==> config.mk <==
export PLATFORM = sky130hd
export DESIGN_NAME = htt_front
export DESIGN_NICKNAME = d
export VERILOG_FILES = /design/src/hw/rtl/htt_pkg.sv /design/src/hw/rtl/htt_front.sv
export SDC_FILE = /design/constraint.sdc
export NUM_CORES = 2
export LEC_CHECK = 0
export BUFFER_PORTS_ARGS = -buffer_cell sky130_fd_sc_hd__buf_2
export CORE_AREA = 2 2 268 297
export CTS_BUF_LIST = sky130_fd_sc_hd__clkbuf_8
export CTS_CLUSTER_DIAMETER = 120
export DETAILED_ROUTE_END_ITERATION = 16
export DIE_AREA = 0 0 270 299
export PLACE_DENSITY = 0.56
export SYNTH_ARGS = -nofsm -noshare
export SYNTH_HDL_FRONTEND = slang
export SYNTH_SLANG_ARGS = --single-unit
==> constraint.sdc <==
create_clock -name clk -period 1.91 [get_ports clk]
set_input_delay 0.191 -clock clk [delete_from_list [all_inputs] [get_ports clk]]
set_output_delay 0.191 -clock clk [all_outputs]
set_load 0.01 [all_outputs]
==> src/hw/rtl/htt_pkg.sv <==
// shared types, constants and the cordic angle table for the heading tracker
`default_nettype none
package htt_pkg;

	localparam int ANG_LEN = 24;
	localparam int XW      = 36;
	localparam int ACC_W   = 32;

	typedef enum logic [0:0] {
		CFG_TURN_SPEED = 1'b0,
		CFG_MIN_LEN_SQ = 1'b1
	} cfg_idx_t;

	typedef struct packed {
		logic [15:0]        elapsed;
		logic signed [15:0] current_heading;
		logic signed [15:0] target_x;
		logic signed [15:0] target_z;
	} in_beat_t;

	typedef struct packed {
		logic signed [15:0] new_heading;
		logic               held;
	} out_beat_t;

	// payload that walks down the cordic stages
	typedef struct packed {
		logic signed [XW-1:0] x;
		logic signed [XW-1:0] y;
		logic [ACC_W-1:0]     acc;
		logic [15:0]          cur;
		logic [15:0]          rate;
		logic                 held;
		logic                 zero;
	} rot_t;

	// atan(2^-i) in units of 2^-32 turn
	function automatic logic [ACC_W-1:0] ang_entry(input int unsigned i);
		logic [ACC_W-1:0] v;
		case (i)
			0:       v = 32'd536870912;
			1:       v = 32'd316933405;
			2:       v = 32'd167458907;
			3:       v = 32'd85004756;
			4:       v = 32'd42667331;
			5:       v = 32'd21354465;
			6:       v = 32'd10679838;
			7:       v = 32'd5340245;
			8:       v = 32'd2670163;
			9:       v = 32'd1335086;
			10:      v = 32'd667544;
			11:      v = 32'd333772;
			12:      v = 32'd166886;
			13:      v = 32'd83443;
			14:      v = 32'd41721;
			15:      v = 32'd20860;
			16:      v = 32'd10430;
			17:      v = 32'd5215;
			18:      v = 32'd2607;
			19:      v = 32'd1303;
			20:      v = 32'd651;
			21:      v = 32'd325;
			22:      v = 32'd162;
			23:      v = 32'd81;
			default: v = '0;
		endcase
		return v;
	endfunction

endpackage
`default_nettype wire

==> src/hw/rtl/htt_front.sv <==
// first stage: length check, turn step product and quadrant pre-rotation
`default_nettype none
module htt_front (
	input  wire logic             clk,
	input  wire logic             arst_n,
	input  wire logic             en,
	input  wire logic             vin,
	input  htt_pkg::in_beat_t     din,
	input  wire logic [15:0]      turn_speed,
	input  wire logic [30:0]      min_len_sq,
	output logic                  vout,
	output htt_pkg::rot_t         dout
);
	import htt_pkg::*;

	logic        valid_s1;
	rot_t        data_s1;
	logic [15:0] ax, az;
	logic [31:0] len;
	logic [31:0] step_full;
	logic signed [XW-1:0] cx, cy;
	rot_t        nxt;

	always_comb begin
		ax = din.target_x[15] ? 16'(-din.target_x) : din.target_x;
		az = din.target_z[15] ? 16'(-din.target_z) : din.target_z;
		len = 32'(ax * ax) + 32'(az * az);
		step_full = turn_speed * din.elapsed;
		cx = XW'($signed({din.target_z, 16'h0000}));
		cy = XW'($signed({din.target_x, 16'h0000}));
		nxt.x    = cx;
		nxt.y    = cy;
		nxt.acc  = '0;
		// left half plane: rotate by a quarter turn first
		if (cx < 0) begin
			if (cy >= 0) begin
				nxt.x   = cy;
				nxt.y   = -cx;
				nxt.acc = 32'h4000_0000;
			end else begin
				nxt.x   = -cy;
				nxt.y   = cx;
				nxt.acc = 32'hC000_0000;
			end
		end
		nxt.cur  = din.current_heading;
		nxt.rate = step_full[31:16];
		nxt.held = len < {1'b0, min_len_sq};
		nxt.zero = (din.target_x == 16'sd0) && (din.target_z == 16'sd0);
	end

	always_ff @(posedge clk or negedge arst_n) begin
		if (!arst_n) begin
			valid_s1 <= 1'b0;
		end else if (en) begin
			valid_s1 <= vin;
		end
	end

	always_ff @(posedge clk) begin
		if (en && vin) begin
			data_s1 <= nxt;
		end
	end

	assign vout = valid_s1;
	assign dout = data_s1;
endmodule
`default_nettype wire

# After elaboration in Yosys (flattened, before gate mapping)
# Index checks and enable logic that the tools add are counted.
word_totals:
  ff_bits: 139
  word_cells: 32
op_classes:
  n_bitwise: 1
  add_sub_neg: 5
  order_cmp: 3
  n_mux: 4
  reduce_logical: 6
  n_mul: 3
op_table:
  columns: ["cell", "count"]
  rows:
  - ["104-bit two-way mux", 2]
  - ["16-bit by 16-bit multiplier with 32-bit output", 3]
  - ["32-bit negator with 36-bit output", 2]
  - ["32-bit adder", 1]
  - ["32-bit by 1-bit greater-or-equal comparator with 1-bit output, second input constant", 1]
  - ["16-bit logical NOT", 2]
  - ["32-bit by 1-bit < comparator with 1-bit output, second input constant", 1]
  - ["32-bit by 31-bit < comparator with 1-bit output", 1]
  - ["16-bit two-way mux", 2]
  - ["16-bit negator", 2]
  - ["1-bit logical AND", 2]
  - ["2-bit AND reduction", 1]
  - ["2-bit OR reduction", 1]
  - ["1-bit NOT", 1]

# Logic depth before layout (Yosys ltp)
depth:
  word_depth: 5
  ltp_mapped: 43
  depth_no_buf: 41

# Worst setup path after synthesis
# No wires, ideal clock.
synth_timing:
  kind: "input port to flip-flop"
  from: "input port din[0] in the netlist's numbering"
  to: "register data_s1 (netlist bit dout[1]) (data pin)"
  setup_slack_ns: -8.148
  path_buffers: 2
  cell_stages: 42
  t_required_ns: 1.703
  arrival_time_ns: 9.850
  cell_sequence: "inv_1 > clkbuf_1 > ha_1 > nor3b_1 > nand2_1 > nor3_1 > nor2b_1 > xnor2_1 > inv_1 > clkbuf_1 > nand2_1 > fa_1 > fa_1 > inv_1 > fa_1 > inv_1 > fa_1 > inv_1 > [... 6 more ...] > ha_1 > a21o_1 > a21o_1 > a21oi_1 > nand2_1 > or2_2 > and2_1 > a221o_1 > a21oi_1 > xnor2_1 > ha_1 > a21o_1 > a21o_1 > a21oi_1 > nor2b_1 > o21ai_0 > nand2b_1 > a2111oi_0"
synth_rtl:
  columns: ["element", "line_no", "text"]
  rows:
  - ["start, declared", "htt_front.sv:8", "input htt_pkg::in_beat_t din,"]
  - ["end signal, assigned", "htt_front.sv:62", "data_s1 <= nxt;"]
  - ["end, declared", "htt_front.sv:17", "rot_t data_s1;"]

==> flow_summary.yaml <==
synth:
  netlist_instances: 2930
  avgSynthCellArea_um2: 9.22
  synth_top_cell_area_share: 0.427
  netlist_area_mm2: 0.0270
  synth_seq_cells: 76
  synthDistinctLibCells: 66
  synth_ff_type: "edfxtp_1"
  synth_warnings: 0
  ys_top_cells_by_count: "inv_1, fa_1, ha_1"
  synth_area_leaders: "fa_1, ha_1, inv_1"
  seq_area_frac_synth: 0.0843
  post-synth-top-count-cell: "inv_1"
  synth_edf_count: 75
  asyncSetResetFlopFracSynth: 0.0132
  yosys.area.top_type: "fa_1"
cells_and_area:
  multi_input_comb_area_mm2: 0.0220
  nFillCells: 7647
  seqCellArea_mm2: 0.00228
  fin_nets: 4604
  syn_to_final_growth_pct: 28.0
  drive_gt1_frac: 0.253
setup_path:
  worstPathMaxFanout: 6
  reg2reg_to: "vout"
  reg2reg_slack_ps: 1180
  cpPeakStageDelay_ps: 570
  critical_path_class: "input port to flop"
  crit_top_cell: "fa_1"
  r2r_cells: 1
  start_kind: "input port"
  critPathSlowestCell: "fa_1"
  reg2reg_from: "vout"
  cp.required_ps: 2130
  crit_path_end_kind: "flop"
  worstPathArrival_ps: 9980
global_route:
  overflow: 0
  top_usage_layer: "met2"
  use_met2: 0.315
  grt_usage: 0.189
  use_met3: 0.0214
  antenna_found_initial: 6
  grt_pass1_vias: 21700
  met1_usage: 0.263
  grt_max_degree: 31
  grt_pass1_wl_um: 118000
die:
  start_util: 0.346
  dieArea_mm2: 0.0807
  num_rows: 108
  coreArea_mm2: 0.0780
  die_y_um: 299
  ios: 254
  dieWidth_um: 270
timing:
  rsz0062_at_grt: "yes"
  hold_viol: 0
  setup_ws_ps: -7850
  slew_headroom: 0.644
  worst_pin_slew_ps: 520
  fin_skew_ps: 0
  period_needed_ps: 9760
  setup_viol_count_final: 23
  fmax_mhz: 102
  holdWs_ps: 41.1
  finalCritPeriodShare: 5.11
  slew_viol_final: 0
  tns_ps: -60450
hold_path:
  min-delay-start: "en"
  holdPathEnd: "vout"
  holdPathStages: 2
  min_path_type: "input port to flop"
detailed_routing:
  drtIter0Drc: 1104
  firstDrtPassIters: 5
  detail-route-antenna-nets: 0
  vias: 21000
  drcViolationCount: 0
  post_drt_wl_per_cell_um: 16.0
  avgViaCountPerCell: 4.51
  drt-total-wl_um: 74400
clocking:
  worstSkewPairLatency_ps: 420
  cts_made_buffers: 9
  cts_max_level: 3
  cts_sinks: 76
  clk_pin_slew_ps: 120
  cts.path.max_buffers: 2
  cts_root_buf: "clkbuf_8"
  cts_tree: "yes"
placement:
  portBuffers: 191
  dpl.hpwl_um: 66200
  gp_congestion: 0.905
status:
  status: "complete, but fails checks"
  violations: "setup timing"
run:
  cap_violations: 0
[final cells by class]
cell class,count,share of cell area
sequential,76,0.0659
inverter,824,0.0900
tap,1045,0.0378
clock inverter,7,0.00311
antenna,5,0.000362
multi-input combinational,1949,0.638
clock buffer,9,0.00358
timing repair buffer,733,0.162
[through the flow]
stage                     worst slack (ps)  utilization  instances  area (um2)
after global placement               -8390        0.423       4589       33000
after global routing                 -8160        0.443       4645       34600
final                                -7850        0.443       4648       34600
after floorplan                      -7810            -       2994       27900
after CTS                            -7720        0.437       4631       34100
after detailed placement             -8560        0.423       4589       33000
[placed cells by master, fill, tap and decap left out, types with 9 or more instances in the layout]
master / instances
a21oi_1: 57
ha_1: 302
inv_1: 790
dlygate4sd3_1: 18
buf_4: 478
xor2_1: 24
o21ai_0: 22
nand2_1: 273
o21a_1: 13
buf_12: 18
inv_2: 24
and2_4: 14
fa_1: 570
buf_2: 164
nand2_2: 12
buf_6: 43
a21oi_2: 21
nor2b_1: 13
ha_4: 16
a21o_1: 24
and2_1: 105
clkbuf_8: 9
edfxtp_1: 75
nor2_1: 179
xnor2_1: 62
nand3_1: 10
nand2b_1: 13
conb_1: 65
[critical path, delay by kind of cell]
| kind | cells | cell delay, ps |
|---|---|---|
| AOI/OAI and AO/OA | 6 | 1030 |
| adders and majority gates | 10 | 4660 |
| xor gates and xnor gates | 2 | 270 |
| and+or+nand+nor | 14 | 3220 |
| buffers and inverters | 7 | 560 |
[flip-flops by register name (all words and copies together), names as in the netlist]
register	cells
vout	1
dout	75
[logic make-up after synthesis]
kind of cell / Yosys count / synth area share
xor+xnor: 104 / 0.0347
mux: 3 / 0.00116
compound gates: 193 / 0.0445
simple gates: 688 / 0.116
other cells: 1 / 0.000139
fa+ha+maj: 896 / 0.575
flops: 76 / 0.0843
buf+inv: 969 / 0.144
[worst max-delay path by stage]
stage	startpoint	to	slack (ps)	cells after the start
4_1_cts	din[1]	dout[1]	-7720	38
6_report	din[2]	dout[1]	-7850	39
2_1_floorplan	din[0]	dout[1]	-7810	36
5_1_grt	din[2]	dout[1]	-8160	39
3_5_place_dp	din[0]	dout[1]	-8560	38
3_3_place_gp	din[0]	dout[1]	-8390	38
[routing by layer]
layer | vias to the layer above | routed length [um]
li1 | 9855 | -
met1 | 10500 | 32800
met2 | 495 | 36500
met3 | 64 | 3630
met4 | 4 | 1400
met5 | - | 26
[repair_timing]
action,CTS,global route
resized for setup,141,103
pin swaps,66,76
gates cloned,0,1
endpoints found under the hold margin,18,0
buffers inserted,12,12
hold buffers,18,0
setup endpoints to repair,25,26
Power is left out: the tool's default activity adds up to more than one toggle a clock period on the data nets, which glitch-free logic cannot reach.
