==> src/hw/rtl/htt_pkg.sv <==
// shared types, constants and the cordic angle table for the heading tracker
`default_nettype none
package htt_pkg;

	localparam int ANG_LEN = 24;
	localparam int XW      = 36;
	localparam int ACC_W   = 32;

	typedef enum logic [0:0] {
		CFG_TURN_SPEED = 1'b0,
		CFG_MIN_LEN_SQ = 1'b1
	} cfg_idx_t;

	typedef struct packed {
		logic [15:0]        elapsed;
		logic signed [15:0] current_heading;
		logic signed [15:0] target_x;
		logic signed [15:0] target_z;
	} in_beat_t;

	typedef struct packed {
		logic signed [15:0] new_heading;
		logic               held;
	} out_beat_t;

	// payload that walks down the cordic stages
	typedef struct packed {
		logic signed [XW-1:0] x;
		logic signed [XW-1:0] y;
		logic [ACC_W-1:0]     acc;
		logic [15:0]          cur;
		logic [15:0]          rate;
		logic                 held;
		logic                 zero;
	} rot_t;

	// atan(2^-i) in units of 2^-32 turn
	function automatic logic [ACC_W-1:0] ang_entry(input int unsigned i);
		logic [ACC_W-1:0] v;
		case (i)
			0:       v = 32'd536870912;
			1:       v = 32'd316933405;
			2:       v = 32'd167458907;
			3:       v = 32'd85004756;
			4:       v = 32'd42667331;
			5:       v = 32'd21354465;
			6:       v = 32'd10679838;
			7:       v = 32'd5340245;
			8:       v = 32'd2670163;
			9:       v = 32'd1335086;
			10:      v = 32'd667544;
			11:      v = 32'd333772;
			12:      v = 32'd166886;
			13:      v = 32'd83443;
			14:      v = 32'd41721;
			15:      v = 32'd20860;
			16:      v = 32'd10430;
			17:      v = 32'd5215;
			18:      v = 32'd2607;
			19:      v = 32'd1303;
			20:      v = 32'd651;
			21:      v = 32'd325;
			22:      v = 32'd162;
			23:      v = 32'd81;
			default: v = '0;
		endcase
		return v;
	endfunction

endpackage
`default_nettype wire

==> src/hw/rtl/htt_cordic_stage.sv <==
// one vectoring cordic micro-rotation with its pipeline register
`default_nettype none
module htt_cordic_stage #(
	parameter int IDX = 0
) (
	input  wire logic     clk,
	input  wire logic     arst_n,
	input  wire logic     en,
	input  wire logic     vin,
	input  htt_pkg::rot_t din,
	output logic          vout,
	output htt_pkg::rot_t dout
);
	import htt_pkg::*;

	localparam logic [ACC_W-1:0] ANG = ang_entry(IDX);

	logic valid_s1;
	rot_t rot_s1;
	rot_t nxt;
	logic signed [XW-1:0] dx, dy;

	always_comb begin
		dx  = din.y >>> IDX;
		dy  = din.x >>> IDX;
		nxt = din;
		if (din.y >= 0) begin
			nxt.x   = din.x + dx;
			nxt.y   = din.y - dy;
			nxt.acc = din.acc + ANG;
		end else begin
			nxt.x   = din.x - dx;
			nxt.y   = din.y + dy;
			nxt.acc = din.acc - ANG;
		end
	end

	always_ff @(posedge clk or negedge arst_n) begin
		if (!arst_n) begin
			valid_s1 <= 1'b0;
		end else if (en) begin
			valid_s1 <= vin;
		end
	end

	always_ff @(posedge clk) begin
		if (en && vin) begin
			rot_s1 <= nxt;
		end
	end

	assign vout = valid_s1;
	assign dout = rot_s1;
endmodule
`default_nettype wire

==> config.mk <==
export PLATFORM = sky130hd
export DESIGN_NAME = htt_cordic_stage
export DESIGN_NICKNAME = d
export VERILOG_FILES = /design/src/hw/rtl/htt_pkg.sv /design/src/hw/rtl/htt_cordic_stage.sv
export SDC_FILE = /design/constraint.sdc
export NUM_CORES = 1
export LEC_CHECK = 0
export BUFFER_PORTS_ARGS = -buffer_cell sky130_fd_sc_hd__buf_4
export CAP_MARGIN = 20
export CORE_AREA = 2 2 133 265
export DETAILED_ROUTE_END_ITERATION = 16
export DIE_AREA = 0 0 135 267
export MAX_ROUTING_LAYER = met4
export SETUP_SLACK_MARGIN = 0.05
export SLEW_MARGIN = 20
export SYNTH_ARGS = -nofsm -noshare
export SYNTH_HDL_FRONTEND = slang
export SYNTH_SLANG_ARGS = --single-unit
==> constraint.sdc <==
create_clock -name clk -period 2 [get_ports clk]
set_input_delay 0.4 -clock clk [delete_from_list [all_inputs] [get_ports clk]]
set_output_delay 0.4 -clock clk [all_outputs]
set_load 0.02 [all_outputs]
After elaboration in Yosys (flattened, before gate mapping). Index checks and enable logic that the tools add are counted.

Word-level logic and storage cells: 16. Register bits: 139. Output and inout bits: 139.

Reduce and logical (&&, ||, !) cells: 1. Multiplexer cells: 1. Magnitude comparators: 1. Add/subtract/negate cells: 5.

Operators with widths (number): 104-bit 2-to-1 mux (1); 36-bit subtractor (2); 36-bit adder (1); 36-bit by 1-bit >= comparator with 1-bit output (second input constant) (1); 32-bit by 30-bit adder with 32-bit output (second input constant) (1); 32-bit by 30-bit subtractor with 32-bit output (second input constant) (1); 1-bit logical AND (1).

Logic depth before layout (Yosys ltp). Gate-level depths: netlist of the first run.

Word-level depth: 2. Gate-level depth with buffers: 12.

Worst setup path before layout of the first run. OpenSTA, ideal clock, no wires.

Kind: in2reg. From: input port vin. To: register rot_s1, in the netlist dout[0], enable pin. Stages: 1. Path buffers: 0. Path slack: -2.045 ns. Arrival time: 3.534 ns. Required time: 1.488 ns. Cells stage by stage: and2_1.

Longest elaborated chain between the ends: 1.

Ends and longest elaborated chain: start, declared (RTL line htt_cordic_stage.sv:9) `input wire logic vin,`; 1-bit logical AND (RTL line htt_cordic_stage.sv:47) `if (en && vin) begin`; end signal, assigned (RTL line htt_cordic_stage.sv:48) `rot_s1 <= nxt;`; end, declared (RTL line htt_cordic_stage.sv:19) `rot_t rot_s1;`.

No other way between the ends. A chain may end at the register's enable or synchronous reset.

==> results of run 1 <==
[cell families after synthesis]
family / count (synthesis) / share of synthesized area, %
AOI/OAI and AO/OA: 360 / 21.5
and+or+nand+nor: 258 / 11.9
buffers and inverters: 160 / 6.09
DFF: 138 / 39.6
adders and majority gates: 109 / 13.3
xor gates and xnor gates: 70 / 5.86
muxes: 18 / 1.75
[synthesized netlist by cell type, types with 17 or more instances]
cell / number / share of area, %
edfxtp_1: 137 / 39
a21oi_1: 130 / 6.2
inv_1: 110 / 3.9
ha_1: 105 / 13
nor2_1: 80 / 2.9
o21ai_0: 76 / 3.6
xnor2_1: 62 / 5.2
nand2_1: 56 / 2.0
nor3_1: 30 / 1.4
clkbuf_1: 21 / 0.75
a211oi_1: 20 / 1.4
a21o_1: 20 / 1.4
o21bai_1: 20 / 1.4
nand4_1: 18 / 1.1
o211ai_1: 18 / 1.3
nand3_1: 17 / 0.81
[registers in the layout, summed over array words and instances (netlist names)]
name  cells
vout      1
dout    137
[cell type report]
type                    instances  area share, %
multi-input cells             815           38.3
repair buffers                737           31.4
flip-flops and latches        138           21.9
well taps                     441           2.92
inverters                     111           2.40
clock buffers                  17           2.25
clock inverters                15          0.808
[layout by cell type (no fill, tap or decap), types with 14 or more instances in the layout]
cell       count
a21o_1        20
a21oi_1       89
a21oi_2       32
buf_4        663
buf_6         54
clkbuf_16     18
edfxtp_1     137
ha_1          78
ha_4          23
inv_1         92
nand2_1       45
nand3_1       14
nand4_1       18
nor2_1        74
nor3_1        21
o211ai_1      18
o21ai_0       50
o21ai_2       15
o21bai_1      20
xnor2_1       48
xnor2_2       14
[power groups by stage]
stage	logic [mW]	registers, mW	clock network, mW
after global routing	5.49	3.68	3.36
after CTS	4.78	3.66	3.26
after detailed placement	4.33	3.72	0
after floorplan	1.68	4.03	0
after global placement	4.31	3.72	0
final	5.19	3.66	3.20
[worst max-delay path by stage]
stage	end	from	slack, ps
final	dout[134]	din[102]	-710
after global routing	dout[101]	din[78]	-770
after CTS	dout[93]	din[76]	-660
after detailed placement	dout[130]	din[102]	-1490
after global placement	dout[130]	din[102]	-1470
after floorplan	dout[93]	din[112]	-920
[layer usage]
| layer | track usage [%] | up-vias | share of wire, % |
|---|---|---|---|
| met1 | 22.6 | 5515 | 31 |
| met5 | - | - | 0 |
| li1 | - | 5455 | - |
| met3 | 3.02 | 192 | 3.8 |
| met2 | 50.2 | 440 | 56 |
| met4 | 20.1 | 0 | 9.3 |
[what timing repair did]
item / 4_1_cts / 5_1_grt
setup endpoints to repair: 59 / 57
endpoints found under the hold margin: 1 / 0
pin swaps: 101 / 102
hold buffers: 1 / 0
gates resized for setup: 222 / 143
cloned: 0 / 1
setup buffers: 33 / 27
==> out/metrics.cfg, run 1 <==
[run_status]
status = complete, but fails checks
violations = negative setup slack

[pwr]
p_comb_share_pct = 43.1
p_total_mw = 12.0
ir_drop_uv = 572
seqPwrFrac_pct = 30.4
power.leakage_nw = 8.35
clkPwrFrac_pct = 26.5
p_sw_mw = 4.22
switching_share_pct = 35.0
p_per_area_mw_per_mm2 = 638
internal_power_mw = 7.83

[global_routing]
grt_max_degree = 35
grt_pass1_wl_mm = 68.4
grt_pass1_vias = 12000
track_usage_pct = 26.2
gr-total-overflow = 0
antenna_found_initial = 0

[clocking]
h-tree-depth = 4
clock_latency_ps = 440
cts-root-buf = clkbuf_16
clk_pin_slew_ps = 80
cts_tree = done
numCtsBuffers = 17
cts.path.max_buffers = 2
cts.sinks = 138

[worst_setup_path]
reg2reg_depth = 1
crit_type = in2reg
cp.required_ps = 2190
end_kind = register
r2r_setup_slack_ps = 1250
crit_fanout = 3
worst-path-buf-inv = 3
crit_chain = buf_12, inv_12, ha_4, fa_2, nand3b_1, a21oi_2, o41ai_4, o21ai_4, a21oi_4, o221ai_2, buf_4, a31oi_4, or3_4, xnor2_1
critical_path.max_stage_delay_ps = 390
r2r_start = vout
critPathArrivalTime_ps = 2900
start_kind = input pin
path_delay_family = compound AO/OA/AOI/OAI gates
r2r_end = vout
path_depth = 14
crit_slowest_cell = or3_4

[floorplanning]
core_mm2 = 0.0341
pin_count = 281
rows = 96
die-width_um = 135
die-area_mm2 = 0.0360
initial_core_util_pct = 30.7
die_height_um = 267

[detailed_routing]
vias = 11600
dr.pass1.iters = 5
detail-route-antenna-nets = 0
drt-initial-drc-count = 576
wl_mm = 47.2
vias_per_cell = 5.10
post_drt_wl_per_cell_um = 20.7
route.detailed.drc = 0

[job]
max-cap-violations = 0

[sta]
max-slew-margin-rel_pct = 58.6
finalWorstSetupSlack_ps = -706
hold_ws_ps = 130
hold_viol_final = 0
finClkSkew_ps = 0
setup_violations = 54
min_period_ps = 2710
maxSlewViolCount = 0
min_period_over_period_pct = 135
fin_tns_setup_ps = -26210
rsz0062_at_grt = true
max_freq_mhz = 370
worst_pin_slew_ps = 615

[cells_and_area]
finish.utilization_pct = 55.4
drive_above_1_share_pct = 55.1
diodes = 0
seqCellArea_mm2 = 0.00414
stdcell_area_mm2 = 0.0189
fin_cells = 2274
nFillCells = 3093
multiInputGateArea_mm2 = 0.00724
fin_nets = 2071
area_growth_syn_to_layout_pct = 80.7

[synthesis]
synth.yosys.seq_area_share_pct = 39.6
ys_types = 69
synth_nets = 1364
ys_warn_count = 0
synthArstFlopShare_pct = 0.725
synthCells = 1113
avgSynthCellArea_um2 = 9.40
syn-cell-area_mm2 = 0.0105
synth_edf_count = 137
ys_ff_latch = 138
synth_flop_cell = edfxtp_1

[place]
place.port_buffers = 280
post-place-cells = 2191
dp_slack_ps = -1490
gp_congestion = 1.01
place_area_mm2 = 0.0163
hpwlAfterDp_mm = 38.3

[min_path]
holdPathEnd = dout[9]
holdCritStartpoint = din[9]
holdCritPathClass = in2reg
hold_depth = 1

Power figures use the tool's default switching activity.
==> run 2: changes to the inputs <==
Settings changed: CORE_AREA 2 2 133 265 to 2 2 99 197, DIE_AREA 0 0 135 267 to 0 0 101 199, PLACE_DENSITY from default to 0.85, SLEW_MARGIN 20 to 5.
==> run 2 against run 1 <==
Net effect:
- the run now fails in global routing
- area after synthesis stayed put
- synthesized cell count unchanged
==> out/metrics.cfg, run 2 <==
[global_routing]
grt_pass1_wl_mm = 124
grt_max_degree = 53
grt_pass1_vias = 17800
track_usage_pct = 83.7
gr-total-overflow = 397

[clocking]
cts-root-buf = clkbuf_16  ; unchanged
h-tree-depth = 4  ; unchanged
cts.path.max_buffers = 2  ; unchanged
numCtsBuffers = 17  ; unchanged
cts.sinks = 138  ; unchanged

[floorplanning]
pin_count = 281  ; unchanged
initial_core_util_pct = 56.1  ; was 30.7%
die_height_um = 199  ; was 267 um
rows = 71  ; was 96
die-width_um = 101  ; was 135 um

[synthesis]
syn-cell-area_mm2 = 0.0105  ; unchanged
synth_flop_cell = edfxtp_1  ; unchanged
synth_edf_count = 137  ; unchanged
ys_types = 69  ; unchanged
synthTopCellsByArea = edfxtp_1 (39%), ha_1 (13%), a21oi_1 (6.2%), xnor2_1 (5.2%), inv_1 (3.9%)  ; unchanged
ys_ff_latch = 138  ; unchanged
synthCells = 1113  ; unchanged
yosysTopAreaCellShare_pct = 39.3  ; unchanged
avgSynthCellArea_um2 = 9.40  ; unchanged
synth_common_cells = edfxtp_1 (137), a21oi_1 (130), inv_1 (110), ha_1 (105), nor2_1 (80)  ; unchanged
yosysTopAreaCell = edfxtp_1  ; unchanged
ys_warn_count = 0  ; unchanged
synth.yosys.seq_area_share_pct = 39.6  ; unchanged
synth_nets = 1364  ; unchanged
yosysMostFrequentCell = edfxtp_1  ; unchanged
synthArstFlopShare_pct = 0.725  ; unchanged

[place]
post-place-cells = 1967  ; was 2191
place.port_buffers = 280  ; unchanged
gp_congestion = 1.17  ; was 1.01
hpwlAfterDp_mm = 39.4  ; was 38.3 mm
dp_slack_ps = -1340  ; was -1490 ps

[run_status]
stop_stage = global routing
status = did not finish  ; was complete, but fails checks
error = [ERROR GRT-0116] Global routing finished with congestion. Check the congestion regions in the DRC Viewer.

-- run 2: cell counts after synthesis --
No cell type changed its count.
-- run 2: repair_timing --
item,4_1_cts
hold endpoints to repair,1
gates resized for setup,209
pin swaps,89
setup buffers,30
hold buffers,1
endpoints found under the setup margin,62
-- run 2: logic make-up after synthesis --
logic type                 Yosys count  share of synthesized area (%)
AOI/OAI and AO/OA                  360                           21.5
and+or+nand+nor                    258                           11.9
adders and majority gates          109                           13.3
DFF                                138                           39.6
muxes                               18                           1.75
xor gates and xnor gates            70                           5.86
buffers and inverters              160                           6.09
-- run 2: metal layers --
layer	track usage, %	overflow
met5	-	-
met4	88.4	111
met3	63.9	7
met2	102	277
met1	77.3	2
-- run 2: metrics by stage --
| stage | area, um^2 | hold slack [ps] |
|---|---|---|
| after floorplan | 10800 | 104 |
| after global placement | 16000 | 176 |
| after detailed placement | 16000 | 176 |
| after CTS | 17600 | 125 |
==> run 3: changes to the inputs <==
Settings changed: CORE_AREA 2 2 99 197 to 2 2 165 167, DIE_AREA 0 0 101 199 to 0 0 167 169, MAX_ROUTING_LAYER met4 to default, PLACE_DENSITY 0.85 to default, PLACE_DENSITY_LB_ADDON from default to 0.15, SETUP_SLACK_MARGIN 0.05 to default.
==> run 3 against run 2 <==
Net effect:
- the flow now finishes, with violations (negative setup slack)
==> out/metrics.cfg, run 3 (synthesized netlist as in run 1, its figures left out) <==
[sta]
hold_viol_final = 0
finClkSkew_ps = 0
fin_tns_setup_ps = -25710
rsz0062_at_grt = true
finalWorstSetupSlack_ps = -707
worst_pin_slew_ps = 613
min_period_ps = 2710
max_freq_mhz = 369
min_period_over_period_pct = 135
setup_violations = 58
hold_ws_ps = 139
max-slew-margin-rel_pct = 58.6
maxSlewViolCount = 0

[clocking]
cts.sinks = 138  ; unchanged
cts.path.max_buffers = 2  ; unchanged
clock_latency_ps = 430
clk_pin_slew_ps = 70
cts-root-buf = clkbuf_16  ; unchanged
cts_tree = done
h-tree-depth = 4  ; unchanged
numCtsBuffers = 17  ; unchanged

[detailed_routing]
dr.pass1.iters = 7
detail-route-antenna-nets = 0
post_drt_wl_per_cell_um = 19.4
wl_mm = 42.5
vias = 11500
vias_per_cell = 5.26
met3_length_mm = 2.63
drt-initial-drc-count = 977
met2_wirelength_mm = 20.7
route.detailed.drc = 0
top_layer = met4
wl_met1_mm = 17.9

[floorplanning]
die-area_mm2 = 0.0282
rows = 60  ; was 71
die_height_um = 169  ; was 199 um
core_mm2 = 0.0265
pin_count = 281  ; unchanged
die-width_um = 167  ; was 101 um
initial_core_util_pct = 39.5  ; was 56.1%

[run_status]
status = complete, but fails checks  ; was did not finish
violations = negative setup slack

[cells_and_area]
diodes = 0
drive_above_1_share_pct = 55.0
multiInputGateArea_mm2 = 0.00717
seqCellArea_mm2 = 0.00414
layout_commonest_cell = buf_4
largest_register_ffs = 137
fin_cells = 2186
final_cell_mix = buf_4 (690), edfxtp_1 (137), inv_1 (94), a21oi_1 (81), ha_1 (79)
fin_nets = 2083
area_growth_syn_to_layout_pct = 79.3
nFillCells = 2021
finish.utilization_pct = 70.8

[min_path]
holdCritPathClass = in2reg

[worst_setup_path]
critPathArrivalTime_ps = 2880
end_kind = register
path_delay_family = simple AND/OR/NAND/NOR gates
crit_top_cell = or3_4
crit_fanout = 4
critical_path.max_stage_delay_ps = 380
crit_slowest_cell = or3_4
crit_chain = buf_4, inv_2, ha_4, or3_4, or3_4, a211oi_4, o21ai_2, a21oi_2, o2111ai_2, nor2b_4, mux2_4, xor2_1
start_kind = input pin
cp.required_ps = 2170
crit_type = in2reg
worst-path-buf-inv = 2

[job]
max-cap-violations = 0

[global_routing]
antenna_found_initial = 0
grt_pass1_vias = 11400
grt_pass1_wl_mm = 62.9
grt_max_degree = 36
track_usage_pct = 28.5
gr-total-overflow = 0

[place]
place.port_buffers = 280  ; unchanged
dp_slack_ps = -1310  ; was -1340 ps
hpwlAfterDp_mm = 32.6  ; was 39.4 mm
post-place-cells = 2098  ; was 1967
gp_congestion = 0.969  ; was 1.17

[pwr]
ir_drop_uv = 516
p_per_area_mw_per_mm2 = 640
power.leakage_nw = 8.37

-- run 3: report_power, final --
| group | switching, mW | internal [mW] | leakage, nW |
|---|---|---|---|
| combinational | 2.58 | 2.48 | 6.80 |
| clock | 1.51 | 1.77 | 0.278 |
| sequential | 0.0967 | 3.56 | 1.30 |
-- run 3: routing by layer --
layer,vias up,global-route usage [%]
met4,0,9.63
met5,-,0
met3,81,4.28
met2,451,49.1
met1,5507,36.8
li1,5460,-
-- run 3: path summary, 6_finish.rpt --
| kind | startpoint | to | slack [ps] | cells past startpoint |
|---|---|---|---|---|
| setup / recovery | din[75] | dout[93] | -710 | 12 |
| hold / removal | din[25] | dout[25] | 140 | 1 |
| setup reg to reg | vout | vout | 1260 | 1 |
| hold reg to reg | vout | vout | 520 | 1 |
| max in group asynchronous | arst_n | vout | 1660 | 2 |
| min in group asynchronous | arst_n | vout | 260 | 2 |
-- run 3: through the flow --
step | instance area, um^2 | total power [mW]
CTS | 18000 | 11.6
floorplan | 10800 | 5.71
global placement | 16300 | 7.91
global route | 18800 | 12.5
detailed placement | 16300 | 7.95
finish | 18800 | 12.0
-- run 3: repair_timing --
action,in CTS,in global routing
cloned,0,0
setup buffers,36,31
pin swaps,94,90
gates resized for setup,213,130
endpoints found under the hold margin,1,0
endpoints found under the setup margin,56,56
hold buffers,1,0
-- run 3: layout make-up --
class | instances | area share (%)
Tap cell | 341 | 2.27
Sequential cell | 138 | 22.1
Multi-Input combinational cell | 815 | 38.2
Clock buffer | 18 | 2.29
Clock inverter | 14 | 0.840
Timing Repair Buffer | 749 | 31.9
Inverter | 111 | 2.45
